$ cat src/rtl/tun_pkg.sv
`default_nettype none
// ----------------------------------------------------------------------------
// tun_pkg
// Shared types for the triangle unit normal pipeline.
// ----------------------------------------------------------------------------
package tun_pkg;

   localparam int CB = 16;
   localparam int FB = 14;
   localparam int EB = CB + 1;
   localparam int CPB = 2 * EB + 1;
   localparam int MAGB = CPB - 1;
   localparam int SB = 2 * MAGB + 2;
   localparam int RB = MAGB + 1;
   localparam int NB = FB + 2;
   localparam int QB = FB + 2;
   localparam int DB = MAGB + FB;

   typedef struct packed {
      logic [MAGB-1:0] ax;
      logic [MAGB-1:0] ay;
      logic [MAGB-1:0] az;
      logic            sx;
      logic            sy;
      logic            sz;
   } cross_type;

endpackage
`default_nettype wire

$ cat src/rtl/tun_sqrt_cell.sv
`default_nettype none
// ----------------------------------------------------------------------------
// tun_sqrt_cell
// One bit of a restoring square root: tries the next root bit, passes on.
// ----------------------------------------------------------------------------
module tun_sqrt_cell
   import tun_pkg::*;
#(
   parameter int BIT = 0
) (
   input  wire logic             clock,
   input  wire logic             en,
   input  wire logic [SB-1:0]    s_i,
   input  wire logic [RB-1:0]    r_i,
   input  wire logic [SB-1:0]    r2_i,   // square of r_i
   input  wire cross_type        c_i,
   output      logic [SB-1:0]    s_o,
   output      logic [RB-1:0]    r_o,
   output      logic [SB-1:0]    r2_o,
   output      cross_type        c_o
);
   logic [RB-1:0]   t;
   logic [SB-1:0]   sq;
   logic [SB-1:0]   s_ff;
   logic [RB-1:0]   r_ff;
   logic [SB-1:0]   r2_ff;
   cross_type       c_ff;

   always_comb begin
      t  = r_i | (RB'(1) << BIT);
      sq = r2_i + (SB'(r_i) << (BIT + 1)) + (SB'(1) << (2 * BIT));
   end

   always_ff @(posedge clock) begin
      if (en) begin
         s_ff  <= s_i;
         c_ff  <= c_i;
         r_ff  <= (sq <= s_i) ? t : r_i;
         r2_ff <= (sq <= s_i) ? sq : r2_i;
      end
   end

   assign s_o = s_ff;
   assign r_o = r_ff;
   assign r2_o = r2_ff;
   assign c_o = c_ff;
endmodule
`default_nettype wire

$ cat config.mk
export PLATFORM = sky130hd
export DESIGN_NAME = tun_sqrt_cell
export DESIGN_NICKNAME = d
export VERILOG_FILES = /design/src/rtl/tun_pkg.sv /design/src/rtl/tun_sqrt_cell.sv
export SDC_FILE = /design/constraint.sdc
export NUM_CORES = 1
export LEC_CHECK = 0
export ABC_CLOCK_PERIOD_IN_PS = 10900
export BUFFER_PORTS_ARGS = -buffer_cell sky130_fd_sc_hd__buf_2
export CELL_PAD_IN_SITES_DETAIL_PLACEMENT = 2
export CELL_PAD_IN_SITES_GLOBAL_PLACEMENT = 2
export CORE_AREA = 2 2 220 222
export CTS_BUF_LIST = sky130_fd_sc_hd__clkbuf_8
export DETAILED_ROUTE_END_ITERATION = 7
export DIE_AREA = 0 0 222 224
export GPL_TIMING_DRIVEN = 0
export PLACE_DENSITY = 0.86
export SLEW_MARGIN = 20
export SYNTH_ARGS = -nofsm -noshare
export SYNTH_HDL_FRONTEND = slang
export SYNTH_SLANG_ARGS = --single-unit
$ cat constraint.sdc
create_clock -name clock -period 10.9 [get_ports clock]
set_input_delay 0.545 -clock clock [delete_from_list [all_inputs] [get_ports clock]]
set_output_delay 0.545 -clock clock [all_outputs]
set_load 0.005 [all_outputs]
==> impl_metrics.tcl <==
set metrics [dict create \
    grt_use_total_pct 23.94 \
    grt_setup_unrepaired "false" \
    p_seq_share_pct 45.4 \
    ys_seq_area_share_pct 59.46 \
    dpl_worst_slack_ps 2979 \
    tightest_slew_ps 1086 \
    ant_nets 0 \
    critPathLaunchType "input port" \
    ff_latch_area_um2 8408 \
    slew_viol_final 0 \
    global_route.usage.met1_pct 25.66 \
    avgSynthCellArea_um2 13.00 \
    design_area_um2 18790 \
    fin_ws_ps 3949 \
    portBuffers 558 \
    grt_pass1_wl_um 88520 \
    num_vias 11765 \
    ir_drop_v 0.00008535 \
    cts_tree "built" \
    syn-instance-count 1088 \
    p_switching_uw 882.4 \
    initial_core_util_pct 29.87 \
    use_met3_pct 5.352 \
    core_um2 47350 \
    leakage_nw 8.197 \
    worstSetupPathType "in -> reg" \
    finalSetupTns_ps 0 \
    root_buffer "clkbuf_8" \
    cts.htree.levels 2 \
    gp_congestion 0.8319 \
    grt-ovfl-total 0 \
    swShare_pct 29.86 \
    busiest_layer "met2" \
    wire_per_inst_um 25.64 \
    ys_warn_count 0 \
    hold_violations 0 \
    drive_gt1_share_pct 39.53 \
    cp-startpoint "r2_i[0]" \
    rows 80 \
    cts_setup_buffers 0 \
    fill_cells 5011 \
    die_x_um 222 \
    syn_area_um2 14140 \
    clock_path_buffers 3 \
    synth_top_area_share_pct 59.46 \
    synth_area_leader_cell "edfxtp_1" \
    grt_max_degree 104 \
    synth_cell_types 66 \
    intPower_mw 2.073 \
    synthTopCellsByArea "edfxtp_1 59%, ha_1 9.3%, xnor2_1 3.5%" \
    post_cts_resized 0 \
    period_share_pct 63.78 \
    hold_class "in -> reg" \
    cap_violations 0 \
    cts_buffers 52 \
    path_clk_slew_ps 60 \
    clockPowerShare_pct 34.3 \
    multi_input_area_um2 5264 \
    drt_wl_total_um 60620 \
    pwr-share-comb_pct 20.3 \
    dp_hpwl_um 48500 \
    clock-sinks 280 \
    grt_pass1_vias 13385 \
    placed_cell_area_um2 17780 \
    grt_use_met2_pct 45.02 \
    antenna_found_initial 11 \
    slew_headroom_pct 27.45 \
    arrival_ps 7310 \
    async_reset_ff_share_pct 0 \
    utilization_pct 39.69 \
    nets 2090 \
    drt_first_iter_violations 580 \
    synth_edf_count 280 \
    setup_viol 0 \
    cts_hold_buf 0 \
    cp-end-kind "flip-flop" \
    ys_seq_elements 280 \
    vias_per_cell 4.977 \
    fin_cells 2364 \
    die_area_um2 49730 \
    first_pass_iters 5 \
    drc 0 \
    max_freq_ghz 0.1439 \
    placed_cells 2263 \
    power_per_cell_area_nw_per_um2 157.3 \
    io_pins 562 \
    crit_fanout 10 \
    synthesis.nets 1476 \
    required_ps 11260 \
    areaGrowthSynthToFinish_pct 32.88 \
    status "complete, no violations" \
    critPathCapture "r2_o[36]" \
    synth-main-ff-cell "edfxtp_1" \
    period_needed_ps 6951 \
    die_h_um 224 \
]
==> state kept, by name (all words and copies together) (netlist names) <==
signal,cells
r_o,35
r2_o,70
c_o,105
s_o,70
==> critical path, stage by stage <==
cell and delay [ps]:
buf_2 150, inv_1 80, fa_1 450, nor2b_1 190, o2111ai_1 220, a31oi_1 540
o2111ai_1 230, o211a_1 270, a211oi_4 590, buf_2 400, nand4_1 190, xnor2_1 210
ha_1 300, nand4_1 160, nor3_1 430, nand3_1 260, or2_2 360, o22ai_2 530
clkbuf_1 850, nor2_1 140, xor2_1 190
==> power by group through the flow <==
stage / Combinational [mW] / Sequential [mW] / Clock [mW]
floorplan: 0.257 / 1.37 / 0
global placement: 0.556 / 1.36 / 0
detailed placement: 0.599 / 1.36 / 0
CTS: 0.606 / 1.34 / 1.05
global route: 0.656 / 1.35 / 1.09
finish: 0.599 / 1.34 / 1.01
==> worst min path at each step <==
stage,startpoint,endpoint,slack [ps],depth (start not counted)
after detailed placement,c_i[56],c_o[56],720,1
final,c_i[67],c_o[67],60,1
after CTS,c_i[75],c_o[75],3,1
after floorplan,c_i[0],c_o[0],640,0
after global routing,c_i[75],c_o[75],20,1
after global placement,c_i[47],c_o[47],720,1
==> layout make-up <==
cell class              instances  share of cell area [%]
flip-flops and latches        280                   44.75
multi-input cells             688                   28.01
repair buffers                560                   15.21
well taps                     615                   4.095
clock buffers                  52                   3.809
inverters                      89                   1.778
clock inverters                43                   1.512
plain buffers                  31                  0.7591
diodes                          6                 0.07990
==> per-stage QoR <==
step	power, mW	hold WS [ps]
finish	2.955	60.16
global route	3.095	23.64
CTS	2.998	3.155
detailed placement	1.962	723.3
global placement	1.912	721.6
floorplan	1.623	643.9
==> kinds of logic (layout without fill, tap and decap cells) <==
kind of cell,after synthesis,count (layout),share of synthesized area (%)
AO/OA/AOI/OAI,186,186,9.034
XOR/XNOR,102,102,6.317
adder cells (fa/ha/maj),106,106,9.432
buffers and inverters,120,775,3.371
flip-flops,280,280,59.46
multiplexers,33,33,2.628
other,0,6,0
AND/OR/NAND/NOR,261,261,9.759
==> synth_stat cells, types with 4 or more instances <==
| cell type | instances |
|---|---|
| a31oi_1 | 5 |
| and4_1 | 5 |
| a21oi_1 | 62 |
| xnor2_1 | 57 |
| o21bai_1 | 8 |
| nand4b_1 | 5 |
| xor2_1 | 45 |
| ha_1 | 105 |
| nand3b_1 | 5 |
| nor2_1 | 46 |
| mux2_2 | 33 |
| buf_2 | 13 |
| nor2b_1 | 7 |
| o21a_1 | 11 |
| o211ai_1 | 4 |
| a211oi_1 | 5 |
| nand2b_1 | 7 |
| o21ai_0 | 28 |
| nand4_1 | 25 |
| a21o_1 | 25 |
| inv_1 | 89 |
| edfxtp_1 | 280 |
| nand2_1 | 67 |
| clkbuf_1 | 15 |
| and3_1 | 13 |
| nor3_1 | 22 |
| nand3_1 | 37 |
==> layout by cell type (no fill, tap or decap), types with 4 or more instances in the layout <==
| cell | synthesis | routed |
|---|---|---|
| a211oi_1 | 5 | 5 |
| and4_1 | 5 | 5 |
| mux2_2 | 33 | 33 |
| nor3_1 | 22 | 22 |
| edfxtp_1 | 280 | 280 |
| o211ai_1 | 4 | 4 |
| xnor2_1 | 57 | 57 |
| nor2b_1 | 7 | 7 |
| nand2_1 | 67 | 67 |
| nand2b_1 | 7 | 7 |
| a31oi_1 | 5 | 5 |
| o21ai_0 | 28 | 27 |
| o21a_1 | 11 | 11 |
| o21bai_1 | 8 | 8 |
| clkbuf_1 | 15 | 15 |
| and3_1 | 13 | 13 |
| nand3b_1 | 5 | 5 |
| inv_1 | 89 | 101 |
| ha_1 | 105 | 105 |
| nand3_1 | 37 | 37 |
| diode_2 | 0 | 6 |
| clkbuf_8 | 0 | 52 |
| nand4_1 | 25 | 25 |
| a21o_1 | 25 | 25 |
| xor2_1 | 45 | 45 |
| clkinv_1 | 0 | 17 |
| clkinv_2 | 0 | 6 |
| nor2_1 | 46 | 46 |
| a21oi_1 | 62 | 62 |
| nand4b_1 | 5 | 5 |
| buf_2 | 13 | 570 |
==> per-layer routing <==
metal	share of wire, %	wire length, µm
met4	4.0	2439
met1	37	22390
met2	53	32350
met5	0.064	39
met3	5.6	3402
(Power assumes the default switching activity.)
