File: src/rtl/tun_pkg.sv
`default_nettype none
// ----------------------------------------------------------------------------
// tun_pkg
// Shared types for the triangle unit normal pipeline.
// ----------------------------------------------------------------------------
package tun_pkg;

   localparam int CB = 16;
   localparam int FB = 14;
   localparam int EB = CB + 1;
   localparam int CPB = 2 * EB + 1;
   localparam int MAGB = CPB - 1;
   localparam int SB = 2 * MAGB + 2;
   localparam int RB = MAGB + 1;
   localparam int NB = FB + 2;
   localparam int QB = FB + 2;
   localparam int DB = MAGB + FB;

   typedef struct packed {
      logic [MAGB-1:0] ax;
      logic [MAGB-1:0] ay;
      logic [MAGB-1:0] az;
      logic            sx;
      logic            sy;
      logic            sz;
   } cross_type;

endpackage
`default_nettype wire

File: src/rtl/tun_div_cell.sv
`default_nettype none
// ----------------------------------------------------------------------------
// tun_div_cell
// One quotient bit of three restoring divisions sharing the divisor.
// ----------------------------------------------------------------------------
module tun_div_cell
   import tun_pkg::*;
(
   input  wire logic             clock,
   input  wire logic             en,
   input  wire logic [RB-1:0]    d_i,
   input  wire logic [3*DB-1:0]  n_i,
   input  wire logic [3*QB-1:0]  q_i,
   input  wire logic [3*RB-1:0]  rem_i,
   input  wire logic [2:0]       sg_i,
   output      logic [RB-1:0]    d_o,
   output      logic [3*DB-1:0]  n_o,
   output      logic [3*QB-1:0]  q_o,
   output      logic [3*RB-1:0]  rem_o,
   output      logic [2:0]       sg_o
);
   logic [RB:0]      sh [3];
   logic [3*QB-1:0]  q_in;
   logic [3*RB-1:0]  rem_in;
   logic [3*DB-1:0]  n_in;
   logic [RB-1:0]    d_ff;
   logic [3*DB-1:0]  n_ff;
   logic [3*QB-1:0]  q_ff;
   logic [3*RB-1:0]  rem_ff;
   logic [2:0]       sg_ff;

   always_comb begin
      for (int k = 0; k < 3; k++) begin
         sh[k] = {rem_i[k*RB +: RB], n_i[k*DB + DB-1]};
         n_in[k*DB +: DB] = {n_i[k*DB +: DB-1], 1'b0};
         if (sh[k] >= {1'b0, d_i}) begin
            rem_in[k*RB +: RB] = RB'(sh[k] - {1'b0, d_i});
            q_in[k*QB +: QB]   = {q_i[k*QB +: QB-1], 1'b1};
         end else begin
            rem_in[k*RB +: RB] = RB'(sh[k]);
            q_in[k*QB +: QB]   = {q_i[k*QB +: QB-1], 1'b0};
         end
      end
   end

   always_ff @(posedge clock) begin
      if (en) begin
         d_ff   <= d_i;
         n_ff   <= n_in;
         q_ff   <= q_in;
         rem_ff <= rem_in;
         sg_ff  <= sg_i;
      end
   end

   assign d_o = d_ff;
   assign n_o = n_ff;
   assign q_o = q_ff;
   assign rem_o = rem_ff;
   assign sg_o = sg_ff;
endmodule
`default_nettype wire

File: config.mk
export PLATFORM = sky130hd
export DESIGN_NAME = tun_div_cell
export DESIGN_NICKNAME = d
export VERILOG_FILES = /design/src/rtl/tun_pkg.sv /design/src/rtl/tun_div_cell.sv
export SDC_FILE = /design/constraint.sdc
export NUM_CORES = 1
export LEC_CHECK = 0
export BUFFER_PORTS_ARGS = -buffer_cell sky130_fd_sc_hd__clkbuf_2
export CELL_PAD_IN_SITES_DETAIL_PLACEMENT = 0
export CELL_PAD_IN_SITES_GLOBAL_PLACEMENT = 2
export CORE_AREA = 2 2 264 266
export CTS_CLUSTER_SIZE = 30
export DETAILED_ROUTE_END_ITERATION = 8
export DIE_AREA = 0 0 266 268
export PLACE_DENSITY_LB_ADDON = 0.1
export SYNTH_ARGS = -nofsm -noshare
export SYNTH_HDL_FRONTEND = slang
export SYNTH_SLANG_ARGS = --single-unit
File: constraint.sdc
create_clock -name clock -period 9.05 [get_ports clock]
set_input_delay 0.905 -clock clock [delete_from_list [all_inputs] [get_ports clock]]
set_output_delay 0.905 -clock clock [all_outputs]
set_load 0.005 [all_outputs]
==> impl_metrics.yaml, run 1 <==
grt:
  grt_overflow_total: 0
  grt_pass1_wl_um: 94580
  grt_max_degree: 159
  antenna_found_initial: 14
  grt_pass1_vias: 13658
  grt_usage_pct: 18.16
placement:
  place.gp.congestion: 0.8374
  portBuffers: 665
  place_ws_ns: 4.120
  dp_hpwl_um: 55890
  place_area_mm2: 0.02141
worst_setup_path:
  path_class: "in2reg"
  arrival_ns: 4.57
  cp-end-kind: "flip-flop"
  cp_data_required_time_ns: 9.36
  crit_start: "d_i[19]"
  crit_path_start_kind: "input pin"
  path_max_fanout: 21
yosys:
  syn_inst: 1329
  synth_mux_area_share_pct: 5.209
  synth_compound_area_share_pct: 13.28
  synth_edf_count: 332
  synth_seq_cells: 332
  synth_top_family_by_area: "compound AO/OA/AOI/OAI gates"
  yosys_most_used_dff: "edfxtp_1"
  async_flop_share_pct: 0
  ys_warn_count: 0
  seq_area_frac_synth_pct: 58.05
  postSynthAreaPerCell_um2: 12.92
  ys_types: 81
  synthSimpleGateAreaFrac_pct: 7.774
  synth_fa_ha_area_share_pct: 7.999
  synthXorXnorAreaFrac_pct: 4.641
  syn_area_mm2: 0.01717
finish:
  final_cell_mix: "664 x clkbuf_2, 332 x edfxtp_1, 105 x ha_1"
  fin_util_pct: 33.39
  layout_commonest_cell: "clkbuf_2"
  fill_cells: 7094
  syn_to_final_growth_pct: 32.65
  final_area_mm2: 0.02278
  layout-drive-gt1-share_pct: 40.60
  final_nets: 2449
sta:
  min_period_ns: 4.265
  slew_viol_final: 0
  fin_ws_ns: 4.785
  setup_violations: 0
  grt_setup_unrepaired: "no"
  achievable-frequency_mhz: 234.5
  tightest_slew_ns: 1.052
  hold_viol: 0
  post-route-period-util_pct: 47.13
  tns_ns: 0
  relSlewSlack_pct: 29.86
floorplanning:
  coreArea_mm2: 0.06823
  dieArea_mm2: 0.07129
  io_pins: 672
  row_count: 96
  start_util_pct: 25.17
  die_y_um: 268
  fp.dieW_um: 266
detailed_routing:
  dr.pass1.iters: 5
  post_drt_via_cell_ratio: 4.612
  wire_per_inst_um: 23.24
  drc_errors: 0
  num_vias: 13457
  first_iter_violations: 798
  wl_um: 67820
  ant_nets: 0
clock_tree:
  cts_made_buffers: 42
  h-tree-depth: 2
  post_cts_buffers: 0
  clkTransAtPathRegs_ns: 0.06
  tritoncts: "done"
  cts_resized: 0
  clockRootBuffer: "clkbuf_16"
  ctsHoldBuffers: 0
  cts_sinks: 332
  cts.path.max_buffers: 3
hold_path:
  hp-class: "in2reg"
  worstHoldStart: "sg_i[1]"
power:
  p_per_area_mw_per_mm2: 200.4
  p_leak_nw: 10.05
  ir_worst_vdd_uv: 111.8
run_status:
  status: "finished, final reports clean"
job:
  drv_cap: 0
power by group:
group          internal [W]  switching (W)  total, W  leakage (nW)
clock network       0.00101       0.000677   0.00169         0.650
logic              0.000415       0.000523  0.000938          6.15
registers           0.00189      0.0000444   0.00194          3.25
total               0.00332        0.00124   0.00456          10.1
per-stage QoR:
stage	power, W	hold slack, ns	std cells
floorplan	0.002463	1.004	1331
global placement	0.002927	1.082	2842
detailed placement	0.002920	1.084	2842
CTS	0.004646	0.4699	2914
global route	0.004793	0.4793	2917
finish	0.004565	0.5100	2918
worst paths after layout:
kind | endpoint | slack (ns) | cells after the start
worst min-delay path | sg_o[1] | 0.51 | 1
worst max-delay path | rem_o[27] | 4.78 | 13
cell usage after synthesis, types with 6 or more instances:
cell | number | area share, %
nor2b_1 | 11 | 0.40
o211ai_1 | 11 | 0.48
a211oi_1 | 10 | 0.44
o21ai_0 | 79 | 2.3
edfxtp_1 | 332 | 58
and2_1 | 6 | 0.22
nand2_1 | 92 | 2.0
nor3_1 | 16 | 0.47
xor2_1 | 40 | 2.0
o21a_1 | 6 | 0.26
mux2_2 | 39 | 2.6
xnor2_1 | 51 | 2.6
a21oi_1 | 93 | 2.7
inv_1 | 59 | 1.3
or3_1 | 6 | 0.22
and3_1 | 14 | 0.51
buf_4 | 7 | 0.31
a21o_1 | 52 | 2.3
a31oi_1 | 20 | 0.73
o21bai_1 | 17 | 0.74
nand2b_1 | 11 | 0.40
or2_2 | 7 | 0.25
ha_1 | 105 | 7.6
buf_2 | 6 | 0.17
nand4_1 | 18 | 0.66
nor2_1 | 49 | 1.1
nand3_1 | 25 | 0.73
clkbuf_1 | 16 | 0.35
mux2_4 | 27 | 2.4
worst max-delay path, stage by stage:
cell,delay [ns]
clkbuf_2,0.12
inv_1,0.16
ha_1,0.53
nand4_1,0.19
nor4_1,0.59
nand2_1,0.13
o22ai_2,0.16
or3_4,0.18
a31oi_4,0.11
o21ai_2,0.14
a211o_2,0.51
buf_4,0.47
mux2_4,0.34
logic make-up after synthesis:
logic type / after synthesis
adders and majority gates: 108
AOI/OAI and AO/OA: 350
DFF: 332
muxes: 71
xor gates and xnor gates: 91
buffers and inverters: 102
other: 1
and+or+nand+nor: 274
area by class of cell:
class / count / area [um^2] / area share (%)
sequential: 332 / 9970 / 43.76
timing repair buffer: 672 / 3403 / 14.94
tap: 882 / 1104 / 4.844
inverter: 59 / 221.5 / 0.9721
clock inverter: 21 / 259.0 / 1.137
antenna: 4 / 10.01 / 0.04394
clock buffer: 51 / 1106 / 4.855
multi-input combinational: 897 / 6709 / 29.45
routing by layer:
| layer | GRT usage, % | wire [um] |
|---|---|---|
| met1 | 20.53 | 26160 |
| met2 | 33.63 | 35440 |
| met3 | 4.866 | 4688 |
| met4 | 4.768 | 1455 |
| met5 | 0 | 80 |
state kept, by name, indices dropped and copies added (netlist names):
register  count
n_o         141
q_o          48
d_o          35
sg_o          3
rem_o       105
Note: power is estimated with default switching activity, not from simulation.
==> run 2, diff against run 1 <==
--- a/config.mk
+++ b/config.mk
@@ -8,10 +8,10 @@
 export BUFFER_PORTS_ARGS = -buffer_cell sky130_fd_sc_hd__clkbuf_2
 export CELL_PAD_IN_SITES_DETAIL_PLACEMENT = 0
 export CELL_PAD_IN_SITES_GLOBAL_PLACEMENT = 2
-export CORE_AREA = 2 2 264 266
+export CORE_AREA = 2 2 259 261
 export CTS_CLUSTER_SIZE = 30
 export DETAILED_ROUTE_END_ITERATION = 8
-export DIE_AREA = 0 0 266 268
+export DIE_AREA = 0 0 261 263
 export PLACE_DENSITY_LB_ADDON = 0.1
 export SYNTH_ARGS = -nofsm -noshare
 export SYNTH_HDL_FRONTEND = slang
==> constraint.sdc (replaced) <==
create_clock -name clock -period 3.8 [get_ports clock]
set_input_delay 0.38 -clock clock [delete_from_list [all_inputs] [get_ports clock]]
set_output_delay 0.38 -clock clock [all_outputs]
set_load 0.005 [all_outputs]
==> impl_metrics.yaml, run 2 (synthesis results as in run 1) <==
run_status:
  status: "finished, final reports clean"
placement:
  place.gp.congestion: 0.8160
  dpl.cell_count: 2882
  portBuffers: 665
  place_ws_ns: 0.02606
  dp_hpwl_um: 56550
sta:
  slew_viol_final: 0
  hold_viol: 0
  relSlewSlack_pct: 65.32
  tightest_slew_ns: 0.5147
  post-route-period-util_pct: 97.39
  fin_ws_ns: 0.09899
  min_period_ns: 3.701
  tns_ns: 0
  setup_violations: 0
  whs_ns: 0.04076
  achievable-frequency_mhz: 270.2
  grt_setup_unrepaired: "yes"
clock_tree:
  clockRootBuffer: "clkbuf_16"
  cts_made_buffers: 41
  cts.path.max_buffers: 3
  clkTransAtPathRegs_ns: 0.05
  cts_sinks: 332
  h-tree-depth: 2
  tritoncts: "done"
worst_setup_path:
  path_class: "in2reg"
  crit_path_start_kind: "input pin"
  slowest_delay_ns: 0.56
  path_max_fanout: 11
  cp_data_required_time_ns: 4.09
  cp_cell_sequence: "dlygate4sd3_1, clkbuf_2, clkinvlp_4, ha_4, or2_1, a21o_1, a41oi_2, o22ai_2, or3_4, a31oi_4, o21ai_2, a211o_2, buf_4, mux2_4"
  cp-end-kind: "flip-flop"
  arrival_ns: 3.99
  critPathSlowestCell: "dlygate4sd3_1"
power:
  p_per_area_mw_per_mm2: 439.3
  ir_worst_vdd_uv: 240.0
  p_leak_nw: 11.23
finish:
  stdcell_count: 3163
  layout-drive-gt1-share_pct: 39.08
  syn_to_final_growth_pct: 47.81
  final_nets: 2712
  largest_register_ffs: 141
  fill_cells: 6534
  layout_commonest_cell: "clkbuf_2"
  final_cell_mix: "664 x clkbuf_2, 332 x edfxtp_1, 204 x dlygate4sd3_1"
  fin_util_pct: 38.68
floorplanning:
  coreArea_mm2: 0.06563
  fp.dieW_um: 261
  die_y_um: 263
  row_count: 94
  io_pins: 672
  start_util_pct: 26.17
  dieArea_mm2: 0.06864
detailed_routing:
  num_vias: 14383
  ant_nets: 0
  wire_per_inst_um: 21.96
  first_iter_violations: 737
  post_drt_via_cell_ratio: 4.547
  drc_errors: 0
  dr.pass1.iters: 5
  wl_um: 69450
grt:
  grt_overflow_total: 0
  grt_usage_pct: 19.38
  antenna_found_initial: 12
  grt_pass1_vias: 14986
  grt_max_degree: 75
  grt_pass1_wl_um: 98260
hold_path:
  hp-class: "in2reg"
job:
  drv_cap: 0
run 2: changes by cell type in the layout (fill, tap and decap cells not counted), moves of 3 or more:
cell and delta:
buf_12 +6, buf_4 +53, clkbuf_1 -5, clkinv_2 +6, dlygate4sd3_1 +204, ha_1 -3
run 2: worst paths after layout:
| path | start | endpoint | slack (ns) | cells past startpoint |
|---|---|---|---|---|
| worst max-delay path | d_i[20] | rem_o[30] | 0.1 | 14 |
| worst min-delay path | d_i[6] | d_o[6] | 0.04 | 1 |
run 2: timing repair:
action                                  4_1_cts  5_1_grt
setup buffers                                 0        1
hold endpoints to repair                    204        0
endpoints found under the setup margin        0       35
hold buffers                                204        0
resized for setup                             0        9
run 2: worst max-delay path, delay by kind of cell:
family	cells	cell delay (ns)
AO/OA/AOI/OAI	6	1.19
AND/OR/NAND/NOR	2	0.64
adder cells (fa/ha/maj)	1	0.30
multiplexers	1	0.31
buffers and inverters	4	1.15
run 2: metal layers:
metal	wire, um	GRT usage [%]	vias to the layer above	part of all wire, %
li1	-	-	6964	-
met1	27190	21.86	6899	39
met2	36290	36.05	415	52
met3	3942	4.236	97	5.7
met4	1975	5.713	8	2.8
met5	52	0	-	0.075
run 2: where the power goes:
| group | switching (W) | internal, W | total (W) |
|---|---|---|---|
| sequential | 0.000111 | 0.00451 | 0.00462 |
| clock | 0.00156 | 0.00244 | 0.00400 |
| combinational | 0.00132 | 0.00121 | 0.00253 |
run 2: stage by stage:
stage	total power, W	instance area, um^2
2_1_floorplan	0.005867	17180
5_1_grt	0.01170	25380
3_3_place_gp	0.007067	21890
6_report	0.01115	25380
3_5_place_dp	0.007050	21890
4_1_cts	0.01134	25290
run 2: cell type report:
type                       instances  area (um^2)  share of cell area, %
sequential                       332         9970                  39.27
inverter                          59        229.0                 0.9020
multi-input combinational        897         6750                  26.59
antenna                            4        10.01                0.03943
clock inverter                    27        319.1                  1.257
tap                              864         1081                  4.259
clock buffer                      44         1037                  4.086
timing repair buffer             936         5988                  23.59
==> run 3, diff against run 2 <==
--- a/config.mk
+++ b/config.mk
@@ -8,10 +8,9 @@
 export BUFFER_PORTS_ARGS = -buffer_cell sky130_fd_sc_hd__clkbuf_2
 export CELL_PAD_IN_SITES_DETAIL_PLACEMENT = 0
 export CELL_PAD_IN_SITES_GLOBAL_PLACEMENT = 2
-export CORE_AREA = 2 2 259 261
-export CTS_CLUSTER_SIZE = 30
+export CORE_AREA = 2 2 264 266
 export DETAILED_ROUTE_END_ITERATION = 8
-export DIE_AREA = 0 0 261 263
+export DIE_AREA = 0 0 266 268
 export PLACE_DENSITY_LB_ADDON = 0.1
 export SYNTH_ARGS = -nofsm -noshare
 export SYNTH_HDL_FRONTEND = slang
==> constraint.sdc (replaced) <==
create_clock -name clock -period 4.45 [get_ports clock]
set_input_delay 0.445 -clock clock [delete_from_list [all_inputs] [get_ports clock]]
set_output_delay 0.445 -clock clock [all_outputs]
set_load 0.05 [all_outputs]
==> impl_metrics.yaml, run 3 (synthesis results as in run 1) <==
run_status:
  status: "finished, final reports clean"
clock_tree:
  clockRootBuffer: "clkbuf_16"
  clkTransAtPathRegs_ns: 0.06
  cts_sinks: 332
  ctsHoldBuffers: 0
  cts_resized: 0
  cts.path.max_buffers: 3
  post_cts_buffers: 0
  tritoncts: "done"
  h-tree-depth: 2
  cts_made_buffers: 42
power:
  p_per_area_mw_per_mm2: 449.5
  ir_worst_vdd_uv: 211.0
  p_leak_nw: 10.10
  p_total_w: 0.01027
finish:
  syn_to_final_growth_pct: 33.03
  fill_cells: 7056
  stdcell_count: 2928
  final_nets: 2456
  largest_register_ffs: 141
  layout_commonest_cell: "clkbuf_2"
  layout-drive-gt1-share_pct: 41.01
  final_cell_mix: "664 x clkbuf_2, 332 x edfxtp_1, 105 x ha_1"
floorplanning:
  dieArea_mm2: 0.07129
  io_pins: 672
  fp.dieW_um: 266
  start_util_pct: 25.17
  row_count: 96
  coreArea_mm2: 0.06823
  die_y_um: 268
grt:
  grt_pass1_vias: 13664
  grt_overflow_total: 0
  antenna_found_initial: 12
  grt_usage_pct: 18.22
  grt_max_degree: 92
  grt_pass1_wl_um: 94690
detailed_routing:
  num_vias: 13378
  wire_per_inst_um: 23.19
  first_iter_violations: 654
  dr.pass1.iters: 5
  wl_um: 67910
  drc_errors: 0
  post_drt_via_cell_ratio: 4.569
  ant_nets: 0
sta:
  tns_ns: 0
  hold_viol: 0
  relSlewSlack_pct: 45.29
  achievable-frequency_mhz: 292.4
  whs_ns: 0.04402
  setup_violations: 0
  grt_setup_unrepaired: "no"
  tightest_slew_ns: 0.8207
  slew_viol_final: 0
  fin_ws_ns: 1.029
  min_period_ns: 3.421
  post-route-period-util_pct: 76.87
worst_setup_path:
  arrival_ns: 3.74
  cp-end-kind: "flip-flop"
  cp_data_required_time_ns: 4.77
  path_class: "in2reg"
  crit_path_start_kind: "input pin"
  path_max_fanout: 14
placement:
  place.gp.congestion: 0.8317
  place_ws_ns: 0.4680
  dp_hpwl_um: 55700
  portBuffers: 665
  dpl.cell_count: 2849
hold_path:
  hold_end: "q_o[6]"
  holdPathStages: 1
  worstHoldStart: "q_i[5]"
  hp-class: "in2reg"
job:
  drv_cap: 0
==> run 3: cell count changes in the layout (fill, tap and decap cells not counted), sizes merged <==
cell	previous run	this run
bufinv	7	2
dlygate4sd3	204	0
buf	67	15
clkinv	16	19
diode	4	5
clkbuf	709	711
inv	59	61
==> run 3: how the worst max path moves through the flow <==
| stage | depth (start not counted) | endpoint | slack [ns] | startpoint |
|---|---|---|---|---|
| floorplan | 13 | rem_o[10] | 1.12 | d_i[20] |
| detailed placement | 13 | rem_o[10] | 0.47 | d_i[11] |
| global route | 12 | rem_o[79] | 0.91 | d_i[13] |
| global placement | 13 | rem_o[12] | 0.47 | d_i[11] |
| CTS | 13 | rem_o[7] | 1.08 | d_i[11] |
| finish | 13 | rem_o[8] | 1.03 | d_i[11] |
==> run 3: report_power, final <==
part | total, W | switching [W] | internal, W
Combinational | 0.00301 | 0.00215 | 0.000858
Clock | 0.00331 | 0.00142 | 0.00189
Sequential | 0.00395 | 0.0000960 | 0.00385
Total | 0.0103 | 0.00367 | 0.00660
==> run 3: stage by stage <==
stage | util [%] | area [um^2]
2_1_floorplan | - | 17180
3_3_place_gp | 31.55 | 21520
3_5_place_dp | 31.55 | 21520
4_1_cts | 33.47 | 22830
5_1_grt | 33.48 | 22840
6_report | 33.49 | 22850
==> run 3: layout make-up <==
| type | count | area (um^2) | share of cell area (%) |
|---|---|---|---|
| diodes | 5 | 12.51 | 0.05477 |
| clock buffers | 47 | 1091 | 4.776 |
| clock inverters | 27 | 220.2 | 0.9639 |
| inverters | 59 | 221.5 | 0.9694 |
| multi-input cells | 897 | 6709 | 29.37 |
| flip-flops and latches | 332 | 9970 | 43.64 |
| well taps | 882 | 1104 | 4.830 |
| repair buffers | 679 | 3518 | 15.40 |
==> run 3: critical path, stage by stage <==
cell and delay [ns]:
clkbuf_2 0.10, inv_1 0.25, ha_1 0.37, a21o_1 0.23, o21bai_1 0.16, a31oi_1 0.35
nor3_1 0.14, or3_4 0.44, a31oi_4 0.24, o21ai_2 0.08, a211o_2 0.37, buf_4 0.23
mux2_4 0.33
==> run 3: layer usage <==
metal | up-vias | part of all wire, % | track usage, %
met2 | 402 | 52 | 33.24
met1 | 6446 | 39 | 20.78
li1 | 6441 | - | -
met5 | - | 0.074 | 0
met4 | 8 | 2.6 | 5.694
met3 | 81 | 6.6 | 4.719
